File: src/hw/rtl/rliu_pkg.sv
// Shared types and constants for the raster line interrupt unit.
// Holds the channel payload structs, the sequencer states and the register map.
// No dependencies.
package rliu_pkg;

  typedef struct packed {
    logic [1:0] action;
    logic [5:0] reg_index;
    logic [7:0] write_data;
    logic [7:0] cycles;
  } in_item_t;

  typedef struct packed {
    logic [7:0] read_data;
    logic       irq;
    logic [8:0] raster_line;
  } out_item_t;

  typedef struct packed {
    logic       rd_en;
    logic [5:0] rd_addr;
    logic       wr_en;
    logic [5:0] wr_addr;
    logic [7:0] wr_data;
  } mem_req_t;

  typedef enum logic [1:0] {
    ST_IDLE,
    ST_EXEC,
    ST_LOOP,
    ST_FIN
  } state_t;

  localparam logic [1:0] ACT_READ  = 2'd0;
  localparam logic [1:0] ACT_WRITE = 2'd1;
  localparam logic [1:0] ACT_TICK  = 2'd2;

  localparam logic [5:0] REG_CTRL1    = 6'h11;
  localparam logic [5:0] REG_RASTER   = 6'h12;
  localparam logic [5:0] REG_IRQ_FLAG = 6'h19;
  localparam logic [5:0] REG_IRQ_EN   = 6'h1A;

  localparam logic [8:0] CPL_PAL  = 9'd63;
  localparam logic [8:0] CPL_NTSC = 9'd65;
  localparam logic [8:0] LPF_PAL  = 9'd312;
  localparam logic [8:0] LPF_NTSC = 9'd262;

  localparam logic [7:0] FLAG_READ_BASE = 8'h70;

endpackage

File: src/hw/rtl/rliu_regmem.sv
// 64-byte register file: synchronous memory with registered read.
// Per-entry valid bits make unwritten entries read as zero after reset.
// Depends on rliu_pkg.
module rliu_regmem
  import rliu_pkg::*;
(
  input  logic       clk,
  input  logic       rst_n,
  input  mem_req_t   req,
  output logic [7:0] rdata
);

  logic [7:0]  mem [64];
  logic [63:0] valid_r;
  logic [7:0]  q_r;
  logic        q_valid_r;

  always_ff @(posedge clk) begin
    if (req.wr_en) begin
      mem[req.wr_addr] <= req.wr_data;
    end
    if (req.rd_en) begin
      q_r <= mem[req.rd_addr];
    end
  end

  always_ff @(posedge clk) begin
    if (!rst_n) begin
      valid_r   <= '0;
      q_valid_r <= 1'b0;
    end else begin
      if (req.wr_en) begin
        valid_r[req.wr_addr] <= 1'b1;
      end
      if (req.rd_en) begin
        q_valid_r <= valid_r[req.rd_addr];
      end
    end
  end

  assign rdata = q_valid_r ? q_r : 8'h00;

endmodule

File: src/hw/rtl/raster_line_interrupt_unit_core.sv
// Top level of the raster line interrupt unit: sequencer, raster state, output register.
// Depends on rliu_pkg and rliu_regmem.
//
//   channel | direction | handshake           | payload
//   in_     | input     | in_valid / in_stall | in_item_t
//   out_    | output    | out_valid/out_stall | out_item_t
//   cfg_    | input     | cfg_valid/cfg_ready | cfg_data (ntsc_mode)
//
// A read or write passes from acceptance through EXEC to FIN; a tick passes through EXEC,
// the line loop and FIN, advancing whole lines (at most 5), one line a cycle in the line
// loop. The result goes into the output register in FIN once the output is free.
// The register file read is registered: address at acceptance, data used in EXEC.
// Reset is synchronous, active low; no clearing pass. A result waiting in the output
// register does not block acceptance; a stalled output holds the next result in FIN.
module raster_line_interrupt_unit_core
  import rliu_pkg::*;
(
  input  logic      clk,
  input  logic      rst_n,
  input  logic      in_valid,
  output logic      in_stall,
  input  in_item_t  in_data,
  output logic      out_valid,
  input  logic      out_stall,
  output out_item_t out_data,
  input  logic      cfg_valid,
  output logic      cfg_ready,
  input  logic      cfg_data
);

  state_t    state_r, state_nxt;
  in_item_t  item_r;
  logic [8:0] acc_r, acc_nxt;
  logic [8:0] raster_r, raster_nxt;
  logic [8:0] cmp_r, cmp_nxt;
  logic [3:0] flags_r, flags_nxt;
  logic [3:0] en_r, en_nxt;
  logic       irq_r, irq_nxt;
  logic       ntsc_r;
  logic [7:0] rd_r, rd_nxt;
  logic       out_valid_r, out_valid_nxt;
  out_item_t  out_data_r, out_data_nxt;
  mem_req_t   mem_req;
  logic [7:0] mem_rdata;

  logic [8:0] cpl, lpf, acc_sum, line_inc, line_next;
  logic       out_free, line_due;
  logic [3:0] flags_write;

  rliu_regmem u_regmem (
    .clk   (clk),
    .rst_n (rst_n),
    .req   (mem_req),
    .rdata (mem_rdata)
  );

  assign cpl         = ntsc_r ? CPL_NTSC : CPL_PAL;
  assign lpf         = ntsc_r ? LPF_NTSC : LPF_PAL;
  assign acc_sum     = acc_r + {1'b0, item_r.cycles};
  assign line_due    = (acc_r >= cpl);
  assign line_inc    = raster_r + 9'd1;
  assign line_next   = (line_inc >= lpf) ? 9'd0 : line_inc;
  assign flags_write = flags_r & ~item_r.write_data[3:0];
  assign out_free    = !out_valid_r || !out_stall;

  assign in_stall  = (state_r != ST_IDLE);
  assign cfg_ready = 1'b1;
  assign out_valid = out_valid_r;
  assign out_data  = out_data_r;

  always_comb begin
    state_nxt = state_r;
    case (state_r)
      ST_IDLE: begin
        if (in_valid) state_nxt = ST_EXEC;
      end
      ST_EXEC: begin
        state_nxt = (item_r.action == ACT_TICK) ? ST_LOOP : ST_FIN;
      end
      ST_LOOP: begin
        if (!line_due) state_nxt = ST_FIN;
      end
      ST_FIN: begin
        if (out_free) state_nxt = ST_IDLE;
      end
      default: state_nxt = ST_IDLE;
    endcase
  end

  always_comb begin
    acc_nxt       = acc_r;
    raster_nxt    = raster_r;
    cmp_nxt       = cmp_r;
    flags_nxt     = flags_r;
    en_nxt        = en_r;
    irq_nxt       = irq_r;
    rd_nxt        = rd_r;
    out_data_nxt  = out_data_r;
    out_valid_nxt = out_valid_r && out_stall;
    mem_req       = '0;
    case (state_r)
      ST_IDLE: begin
        mem_req.rd_en   = in_valid;
        mem_req.rd_addr = in_data.reg_index;
      end
      ST_EXEC: begin
        rd_nxt = 8'h00;
        case (item_r.action)
          ACT_READ: begin
            case (item_r.reg_index)
              REG_RASTER:   rd_nxt = raster_r[7:0];
              REG_CTRL1:    rd_nxt = {raster_r[8], mem_rdata[6:0]};
              REG_IRQ_FLAG: rd_nxt = FLAG_READ_BASE | {irq_r, 3'b000, flags_r};
              default:      rd_nxt = mem_rdata;
            endcase
          end
          ACT_WRITE: begin
            if (item_r.reg_index == REG_IRQ_FLAG) begin
              flags_nxt = flags_write;
              irq_nxt   = |(flags_write & en_r);
            end else begin
              mem_req.wr_en   = 1'b1;
              mem_req.wr_addr = item_r.reg_index;
              mem_req.wr_data = item_r.write_data;
            end
            if (item_r.reg_index == REG_IRQ_EN) begin
              en_nxt  = item_r.write_data[3:0];
              irq_nxt = |(flags_r & item_r.write_data[3:0]);
            end
            if (item_r.reg_index == REG_CTRL1) cmp_nxt[8] = item_r.write_data[7];
            if (item_r.reg_index == REG_RASTER) cmp_nxt[7:0] = item_r.write_data;
          end
          ACT_TICK: begin
            acc_nxt = acc_sum;
          end
          default: begin
            rd_nxt = 8'h00;
          end
        endcase
      end
      ST_LOOP: begin
        if (line_due) begin
          acc_nxt    = acc_r - cpl;
          raster_nxt = line_next;
          if (line_next == cmp_r) begin
            flags_nxt = flags_r | 4'b0001;
            irq_nxt   = |((flags_r | 4'b0001) & en_r);
          end
        end
      end
      ST_FIN: begin
        if (out_free) begin
          out_valid_nxt            = 1'b1;
          out_data_nxt.read_data   = rd_r;
          out_data_nxt.irq         = irq_r;
          out_data_nxt.raster_line = raster_r;
        end
      end
      default: begin
        out_valid_nxt = out_valid_r && out_stall;
      end
    endcase
  end

  always_ff @(posedge clk) begin
    if (!rst_n) begin
      state_r     <= ST_IDLE;
      acc_r       <= '0;
      raster_r    <= '0;
      cmp_r       <= '0;
      flags_r     <= '0;
      en_r        <= '0;
      irq_r       <= 1'b0;
      ntsc_r      <= 1'b0;
      out_valid_r <= 1'b0;
    end else begin
      state_r     <= state_nxt;
      acc_r       <= acc_nxt;
      raster_r    <= raster_nxt;
      cmp_r       <= cmp_nxt;
      flags_r     <= flags_nxt;
      en_r        <= en_nxt;
      irq_r       <= irq_nxt;
      out_valid_r <= out_valid_nxt;
      if (cfg_valid && cfg_ready) ntsc_r <= cfg_data;
    end
  end

  always_ff @(posedge clk) begin
    if (state_r == ST_IDLE && in_valid) item_r <= in_data;
    rd_r       <= rd_nxt;
    out_data_r <= out_data_nxt;
  end

`ifndef SYNTH
  a_accept_exec: assert property (@(posedge clk) disable iff (!rst_n)
    (in_valid && !in_stall) |=> (state_r == ST_EXEC))
    else $error("accepted transaction did not enter execute");

  a_irq_consistent: assert property (@(posedge clk) disable iff (!rst_n)
    irq_r == (|(flags_r & en_r)))
    else $error("interrupt line disagrees with pending and enabled flags");

  a_loop_tick_only: assert property (@(posedge clk) disable iff (!rst_n)
    (state_r == ST_LOOP) |-> (item_r.action == ACT_TICK))
    else $error("line loop entered for a non-tick transaction");

  a_fin_acc_bound: assert property (@(posedge clk) disable iff (!rst_n)
    (state_r == ST_FIN && item_r.action == ACT_TICK) |-> (acc_r < cpl))
    else $error("tick finished with a whole line left in the accumulator");
`endif

endmodule
File: config.mk
export PLATFORM = sky130hd
export DESIGN_NAME = raster_line_interrupt_unit_core
export DESIGN_NICKNAME = d
export VERILOG_FILES = /design/src/hw/rtl/rliu_pkg.sv /design/src/hw/rtl/rliu_regmem.sv /design/src/hw/rtl/raster_line_interrupt_unit_core.sv
export SDC_FILE = /design/constraint.sdc
export NUM_CORES = 1
export LEC_CHECK = 0
export ABC_AREA = 0
export BUFFER_PORTS_ARGS = -buffer_cell sky130_fd_sc_hd__buf_2
export CAP_MARGIN = 10
export CORE_UTILIZATION = 31
export CTS_BUF_LIST = sky130_fd_sc_hd__clkbuf_8 sky130_fd_sc_hd__clkbuf_16
export DETAILED_ROUTE_END_ITERATION = 10
export HOLD_SLACK_MARGIN = 0.08
export PLACE_DENSITY = 0.57
export SYNTH_ARGS = -nofsm -noshare
export SYNTH_HDL_FRONTEND = slang
export SYNTH_HIERARCHICAL = 1
export SYNTH_SLANG_ARGS = --single-unit
File: constraint.sdc
create_clock -name clk -period 3.95 [get_ports clk]
set_input_delay 0.5925 -clock clk [delete_from_list [all_inputs] [get_ports clk]]
set_output_delay 0.5925 -clock clk [all_outputs]
set_load 0.05 [all_outputs]
---- After elaboration in Yosys (flattened, before gate mapping) ----
Memory sizes are Yosys's and may differ from the RTL's. A register that Yosys moved wholly into a read port is not among the register bits.
Index checks and enable logic that the tools add are counted.
storage, ports and cells
  register bits ........................... 155
  RAM bits ................................ 512
  bits of input ports ..................... 30
  logic and storage cells ................. 115
  memories ................................ 1
operators by class
  add/sub/neg operators ................... 3
  magnitude comparators ................... 5
  equal/unequal tests ..................... 19
  muxes and demuxes ....................... 36
  bitwise gates (word level) .............. 7
  reductions and logical operators ........ 23
memories
  memory        depth  bits a word  read ports  clocked after memory_dff  wr ports  RTL line           text
  u_regmem.mem  64     8            1           1                         1         rliu_regmem.sv:13  logic [7:0] mem [64];
operators by type and width
  operator                                                                       number
  64-bit OR                                                                      1
  15-bit 2-to-1 mux                                                              3
  9-bit 2-to-1 mux                                                               3
  6-bit by 5-bit equality test with 1-bit output (second input constant)         4
  8-bit one-hot mux with 3 select lines                                          1
  9-bit one-hot mux with 2 select lines                                          1
  4-bit AND                                                                      4
  2-bit inequality test (second input constant)                                  8
  3-bit AND reduction                                                            5
  6-bit by 7-bit less-than comparator with 1-bit output (second input constant)  2
  1-bit 2-to-1 mux                                                               14
  7-bit 2-to-1 mux                                                               2
  4-bit OR reduction                                                             3
  5-bit AND reduction                                                            2
  9-bit by 1-bit adder with 9-bit output (second input constant)                 1
  9-bit by 8-bit adder with 9-bit output                                         1
  9-bit equality test                                                            1
  9-bit by 7-bit greater-or-equal comparator with 1-bit output                   1
  9-bit greater-or-equal comparator                                              1
  9-bit by 7-bit subtractor with 9-bit output                                    1
  4-bit 2-to-1 mux                                                               2
  8-bit 2-to-1 mux                                                               1
  2-bit one-hot mux with 4 select lines                                          1
  4-bit one-hot mux with 2 select lines                                          1
  18 further kinds                                                               29

---- Depth between registers and ports, before layout ----
Gate-level depths: netlist (run 1).
  depth in word-level cells ............... 9
  mapped depth ............................ 14

---- Hierarchy ----
The synthesis (run 1) kept the hierarchy.
by module, submodules not included
  module                           times used  cells each  area each (sq um)
  rliu_regmem                      1           1036        22471.6
  raster_line_interrupt_unit_core  1           508         4807.1

---- Worst setup path before layout (run 1) ----
Ideal clock, no wire load.
  path kind ............................... register to register
  start ................................... register state_r[1]
  end ..................................... memory u_regmem.mem[49][0] (enable)
  setup time .............................. 0.386 ns
  arrival time ............................ 2.819 ns
  path slack .............................. 0.745 ns
  cell stages (with the launch flop) ...... 11
  path buffers ............................ 3
  path through ............................ dfxtp_1 -> inv_1 -> ha_1 -> buf_4 -> and2_1 -> clkbuf_1 -> clkbuf_1 -> and3_1 -> nor2b_1 -> nand4_1 -> nor3_1
RTL lines
  what                      RTL line                                text
  start: declaration        raster_line_interrupt_unit_core.sv:31   state_t state_r, state_nxt;
  start signal: assignment  raster_line_interrupt_unit_core.sv:177  state_r <= state_nxt;
  end: declaration          rliu_regmem.sv:13

==> impl_metrics.json, run 1 <==
{
  "status": "finished, final reports clean",
  "cts_buffers": 71,
  "groute.usage.overall_pct": 15.1,
  "finalHoldViolations": 0,
  "start_util_pct": 31.3,
  "p_leak_nw": 10.4,
  "placed_cell_area_mm2": 0.0295,
  "synth_ff_type": "edfxtp_1",
  "crit_family": "multiplexers",
  "io_pins": 51,
  "r2r_cells": 9,
  "startpoint_type": "flop",
  "htreeDepth": 3,
  "synth_cells": 1544,
  "synth_cell_types": 67,
  "dr.first_iter.drc_count": 1353,
  "dp_hpwl_um": 42200,
  "cts_buffer_depth": 3,
  "ys_seq_area_share_pct": 70.5,
  "grt-ovfl-total": 0,
  "critPathKind": "flop to flop",
  "cp.required_ns": 4.29,
  "worstMarginPinSlew_ns": 1.18,
  "skew_ns": 0.0195,
  "synth_area_mm2": 0.0273,
  "fin_util_pct": 36.6,
  "row_count": 108,
  "grt_pass1_wl_um": 99100,
  "die_w_um": 299,
  "antenna_found_initial": 5,
  "min_path_type": "input pin to flop",
  "rsz0062_at_grt": "no",
  "finalWeightedCongestion": 0.859,
  "slowest_delay_ns": 0.56,
  "cp.depth": 9,
  "clkTransAtPathRegs_ns": 0.06,
  "drive_gt1_share_pct": 26.7,
  "max_freq_ghz": 0.271,
  "dieArea_mm2": 0.0892,
  "tritoncts": "done",
  "fin_nets": 1746,
  "cts_root_buffer": "clkbuf_16",
  "routed_wirelength_um": 67100,
  "powerDensity_mw_per_mm2": 589,
  "synthesis.nets": 1602,
  "final_area_mm2": 0.0318,
  "synth_edf_count": 570,
  "peakVddDrop_uv": 289,
  "vias_per_cell": 5.07,
  "critPathBufInv": 2,
  "clk_latency_ns": 0.61,
  "cts-resized-gates": 0,
  "core_area_mm2": 0.0870,
  "dp.cells": 2766,
  "reg2reg_slack_ns": 0.26,
  "io_buffers": 49,
  "fin_crit_ns": 3.69,
  "whs_ns": 0.170,
  "avgSynthCellArea_um2": 17.7,
  "instances_no_fill": 2900,
  "power_mw": 18.8,
  "cts_sinks": 675,
  "ant_nets": 0,
  "worstPathArrival_ns": 4.03,
  "postCtsSetupBuffers": 0,
  "finalCritPeriodShare_pct": 93.5,
  "hold_buffers": 0,
  "async_reset_ff_share_pct": 0,
  "cpMaxStageDelayCell": "mux4_2",
  "end_kind": "flop",
  "setup-tns-final_ns": 0,
  "ys_ff_latch": 675,
  "vias": 14700,
  "first_pass_iters": 5,
  "maxSlewHeadroom_pct": 21.4,
  "yosysWarnings": 6,
  "area_delta_synth_final_pct": 16.7,
  "maxCapViolations": 0,
  "grt_pass1_vias": 14700,
  "setup_viol_count_final": 0,
  "dieHeight_um": 299,
  "cp_max_fo": 15,
  "crit_top_cell": "mux4_2",
  "path_cells": "inv_1 > ha_1 > and2_4 > buf_4 > mux4_2 > mux4_2 > mux2_2 > nand2_1 > o21ai_0",
  "drcViolationCount": 0,
  "pre_cts_slack_ns": 0.118,
  "drt-wirelength-per-cell_um": 23.1,
  "setup_slack_ns": 0.258,
  "grt_start_max_net_pins": 77,
  "whs_path_depth": 1,
  "drv_slew": 0
}
[state kept, by name, summed over array words and instances, names as in the netlist, 8 cells and up]
name / cells
u_regmem/mem: 512
u_regmem/valid_r: 64
item_r: 24
out_data: 18
acc_r: 9
cmp_r: 9
raster_r: 9
rd_r: 8
u_regmem/q_r: 8
[synthesized netlist by cell type, types with 17 or more instances]
library cell | n | area, um2
edfxtp_1 | 570 | 17100
mux4_2 | 176 | 3960
nor2_1 | 113 | 424
dfxtp_1 | 105 | 2100
o21a_1 | 69 | 518
nand2_1 | 59 | 221
a21oi_1 | 58 | 290
clkbuf_1 | 50 | 188
nand3_1 | 30 | 150
ha_1 | 26 | 325
o21ai_0 | 26 | 130
buf_2 | 20 | 100
inv_1 | 19 | 71.3
and3_1 | 18 | 113
and2_1 | 17 | 106
[logic make-up (layout without fill, tap and decap cells)]
| family | after synthesis | in the layout | share of synthesized area, % |
|---|---|---|---|
| mux | 198 | 198 | 15.4 |
| xor+xnor | 19 | 19 | 0.610 |
| other cells | 1 | 3 | 0.0137 |
| fa+ha+maj | 28 | 28 | 1.34 |
| simple gates | 308 | 309 | 5.38 |
| flops | 675 | 675 | 70.5 |
| compound gates | 211 | 211 | 5.14 |
| buf+inv | 104 | 302 | 1.69 |
[per-layer routing]
layer / vias up / routed length, um / track usage [%]
met4: 6 / 2020 / 5.09
li1: 6444 / - / -
met2: 468 / 32000 / 24.4
met1: 7675 / 29000 / 20.2
met5: - / 29 / 0
met3: 109 / 4030 / 3.08
[layout by cell type (no fill, tap or decap), drive strengths merged, types with 11 or more instances in the layout]
cell / instances
edfxtp: 570
mux4: 176
buf: 154
nor2: 113
dfxtp: 105
clkbuf: 79
o21a: 69
nand2: 60
a21oi: 58
inv: 37
nand3: 30
o21ai: 28
ha: 26
clkinv: 26
and3: 20
and2: 18
nor2b: 16
xnor2: 14
mux2i: 14
nor3: 14
nand2b: 11
[final cells by class]
class / count / area [um2]
antenna: 2 / 5.00
tap: 1155 / 1450
timing repair buffer: 154 / 1180
multi-input combinational: 766 / 7630
inverter: 20 / 75.1
clock buffer: 79 / 1930
clock inverter: 49 / 343
sequential: 675 / 19200
fill: 8075 / 55200
[path summary, 6_finish.rpt]
path,start,endpoint
min reg2reg,rd_r[4],out_data[14]
max reg2reg,state_r[0],u_regmem/q_r[3]
min,in_data[9],item_r[9]
max,state_r[0],u_regmem/q_r[3]
[power breakdown]
part / leakage, nW / total (mW) / switching (mW) / internal, mW
sequential: 6.08 / 8.18 / 0.138 / 8.04
combinational: 3.15 / 4.08 / 2.23 / 1.84
clock: 1.19 / 6.50 / 2.72 / 3.77
total: 10.4 / 18.8 / 5.10 / 13.7
No activity file was read; power rests on OpenSTA's default activity.
==> run 2: changes to the inputs <==
--- a/config.mk
+++ b/config.mk
@@ -14,2 +14,3 @@
 export HOLD_SLACK_MARGIN = 0.08
+export MAX_ROUTING_LAYER = met4
 export PLACE_DENSITY = 0.57
==> constraint.sdc (replaced) <==
create_clock -name clk -period 3.95 [get_ports clk]
set_input_delay 0.395 -clock clk [delete_from_list [all_inputs] [get_ports clk]]
set_output_delay 0.395 -clock clk [all_outputs]
set_load 0.05 [all_outputs]
==> run 2 against run 1 <==
Routed wire length about the same. Clock skew fell by 0.0028 ns. Critical path depth stayed put. Combinational power increased by 1%. Clock-buffer cell count down 3. Cell area is 1.3% higher. Final cell count increased by 1.0%. Sequential share of layout area fell by 0.75 points. Critical endpoint unchanged. Largest cell class unchanged.
==> impl_metrics.json, run 2 (same netlist as run 1, synthesis figures left out) <==
{
  "cts_root_buffer": "clkbuf_16",
  "cp_max_fo": 42,
  "pre_cts_slack_ns": 0.0742,
  "regMostFlops": "u_regmem/mem",
  "p_leak_nw": 10.6,
  "tritoncts": "done",
  "start_util_pct": 31.3,
  "cts_buffer_depth": 3,
  "hold_end": "state_r[1]",
  "drcViolationCount": 0,
  "grt_pass1_wl_um": 100000,
  "drive_gt1_share_pct": 26.1,
  "instances_no_fill": 2930,
  "setup-tns-final_ns": 0,
  "area_delta_synth_final_pct": 18.2,
  "critPathKind": "flop to flop",
  "powerDensity_mw_per_mm2": 595,
  "power_mw": 19.2,
  "worstPathArrival_ns": 4.09,
  "drt-wirelength-per-cell_um": 22.9,
  "grt-ovfl-total": 0,
  "r2r-start": "state_r[0]",
  "htreeDepth": 3,
  "dp_hpwl_um": 42000,
  "skew_ns": 0.0167,
  "die_w_um": 299,
  "vias": 14900,
  "io_buffers": 49,
  "finalHoldViolations": 0,
  "maxCapViolations": 0,
  "final_common_cell": "edfxtp_1",
  "cp.required_ns": 4.29,
  "startpoint_type": "flop",
  "crit_family": "multiplexers",
  "status": "finished, final reports clean",
  "dp.cells": 2765,
  "reg2reg_slack_ns": 0.20,
  "placed_cell_area_mm2": 0.0295,
  "rsz0062_at_grt": "no",
  "dieHeight_um": 299,
  "finalWeightedCongestion": 0.871,
  "dr.first_iter.drc_count": 1474,
  "drv_slew": 0,
  "top_regs": "u_regmem/mem x512, u_regmem/valid_r x64, item_r x24",
  "cts_buffers": 72,
  "r2r-end": "u_regmem/q_r[3]",
  "setup_viol_count_final": 0,
  "maxSlewHeadroom_pct": 21.4,
  "fin_crit_ns": 3.75,
  "routed_wirelength_um": 67100,
  "slowest_delay_ns": 0.65,
  "critPathBufInv": 2,
  "crit_top_cell": "mux4_2",
  "core_area_mm2": 0.0870,
  "end_kind": "flop",
  "clkTransAtPathRegs_ns": 0.06,
  "r2r_cells": 9,
  "antenna_found_initial": 3,
  "final_area_mm2": 0.0322,
  "vias_per_cell": 5.10,
  "fin_util_pct": 37.0,
  "worstMarginPinSlew_ns": 1.18,
  "final_cell_mix": "570 x edfxtp_1, 176 x mux4_2, 113 x nor2_1, 105 x dfxtp_1, 92 x buf_4",
  "fin_nets": 1772,
  "setup_slack_ns": 0.199,
  "first_pass_iters": 5,
  "cts-resized-gates": 0,
  "cpMaxStageDelayCell": "and2_4",
  "min_path_type": "input pin to flop",
  "peakVddDrop_uv": 329,
  "row_count": 108,
  "min-delay-start": "in_valid",
  "whs_ns": 0.323,
  "io_pins": 51,
  "path_cells": "inv_1 > ha_1 > and2_4 > buf_12 > mux4_2 > mux4_2 > mux2_2 > nand2_1 > o21ai_0",
  "finalCritPeriodShare_pct": 95.0,
  "max_freq_ghz": 0.267,
  "largest_register_ffs": 512,
  "dieArea_mm2": 0.0892,
  "clk_latency_ns": 0.61,
  "grt_pass1_vias": 14900,
  "groute.usage.overall_pct": 15.5,
  "cts_sinks": 675,
  "crit_start": "state_r[0]",
  "grt_start_max_net_pins": 77,
  "whs_path_depth": 4,
  "ant_nets": 0
}
==> run 2: changes by cell type in the layout (fill, tap and decap cells not counted), moves of 3 or more <==
cell	change
bufinv_16	+5
clkbuf_8	-3
clkinv_2	-5
clkinv_1	+5
dlygate4sd3_1	+27
==> run 2: worst max path at each step <==
stage / endpoint / cells after the start / slack [ns]
CTS: u_regmem/q_r[3] / 9 / 0.05
detailed placement: u_regmem/q_r[3] / 9 / 0.07
global placement: u_regmem/q_r[3] / 9 / 0.17
finish: u_regmem/q_r[3] / 9 / 0.20
global route: flags_r[0] / 13 / 0.06
floorplan: u_regmem/mem[49][0] / 10 / 0.75
==> run 2: layout make-up <==
type / instances / area (um2)
fill: 8033 / 54800
sequential: 675 / 19200
multi-input combinational: 766 / 7630
clock buffer: 76 / 1890
tap: 1155 / 1450
timing repair buffer: 179 / 1430
clock inverter: 58 / 539
inverter: 20 / 75.1
antenna: 1 / 2.50
==> run 2: report_power, final <==
part	internal, mW	switching (mW)	total, mW
registers	8.05	0.142	8.19
clock network	4.08	2.79	6.86
logic	1.86	2.26	4.12
==> run 2: worst register-to-register path: stages (launching register included) <==
cell     delay, ns
dfxtp_1       0.34
inv_1         0.14
ha_1          0.43
and2_4        0.65
buf_12        0.37
mux4_2        0.42
mux4_2        0.50
mux2_2        0.32
nand2_1       0.17
o21ai_0       0.14
==> run 2: what timing repair did <==
action,in CTS,in global routing
endpoints found under the hold margin,26,0
buffers inserted,0,0
hold buffers,27,0
endpoints found under the setup margin,0,2
==> run 2: layer usage <==
metal  global-route usage [%]  up-vias  wire [um]
li1                         -     6509          -
met1                     20.7     7822      29300
met2                     24.6      493      32600
met3                     2.54      106       3740
met4                     4.04        0       1480
met5                        -        -          0
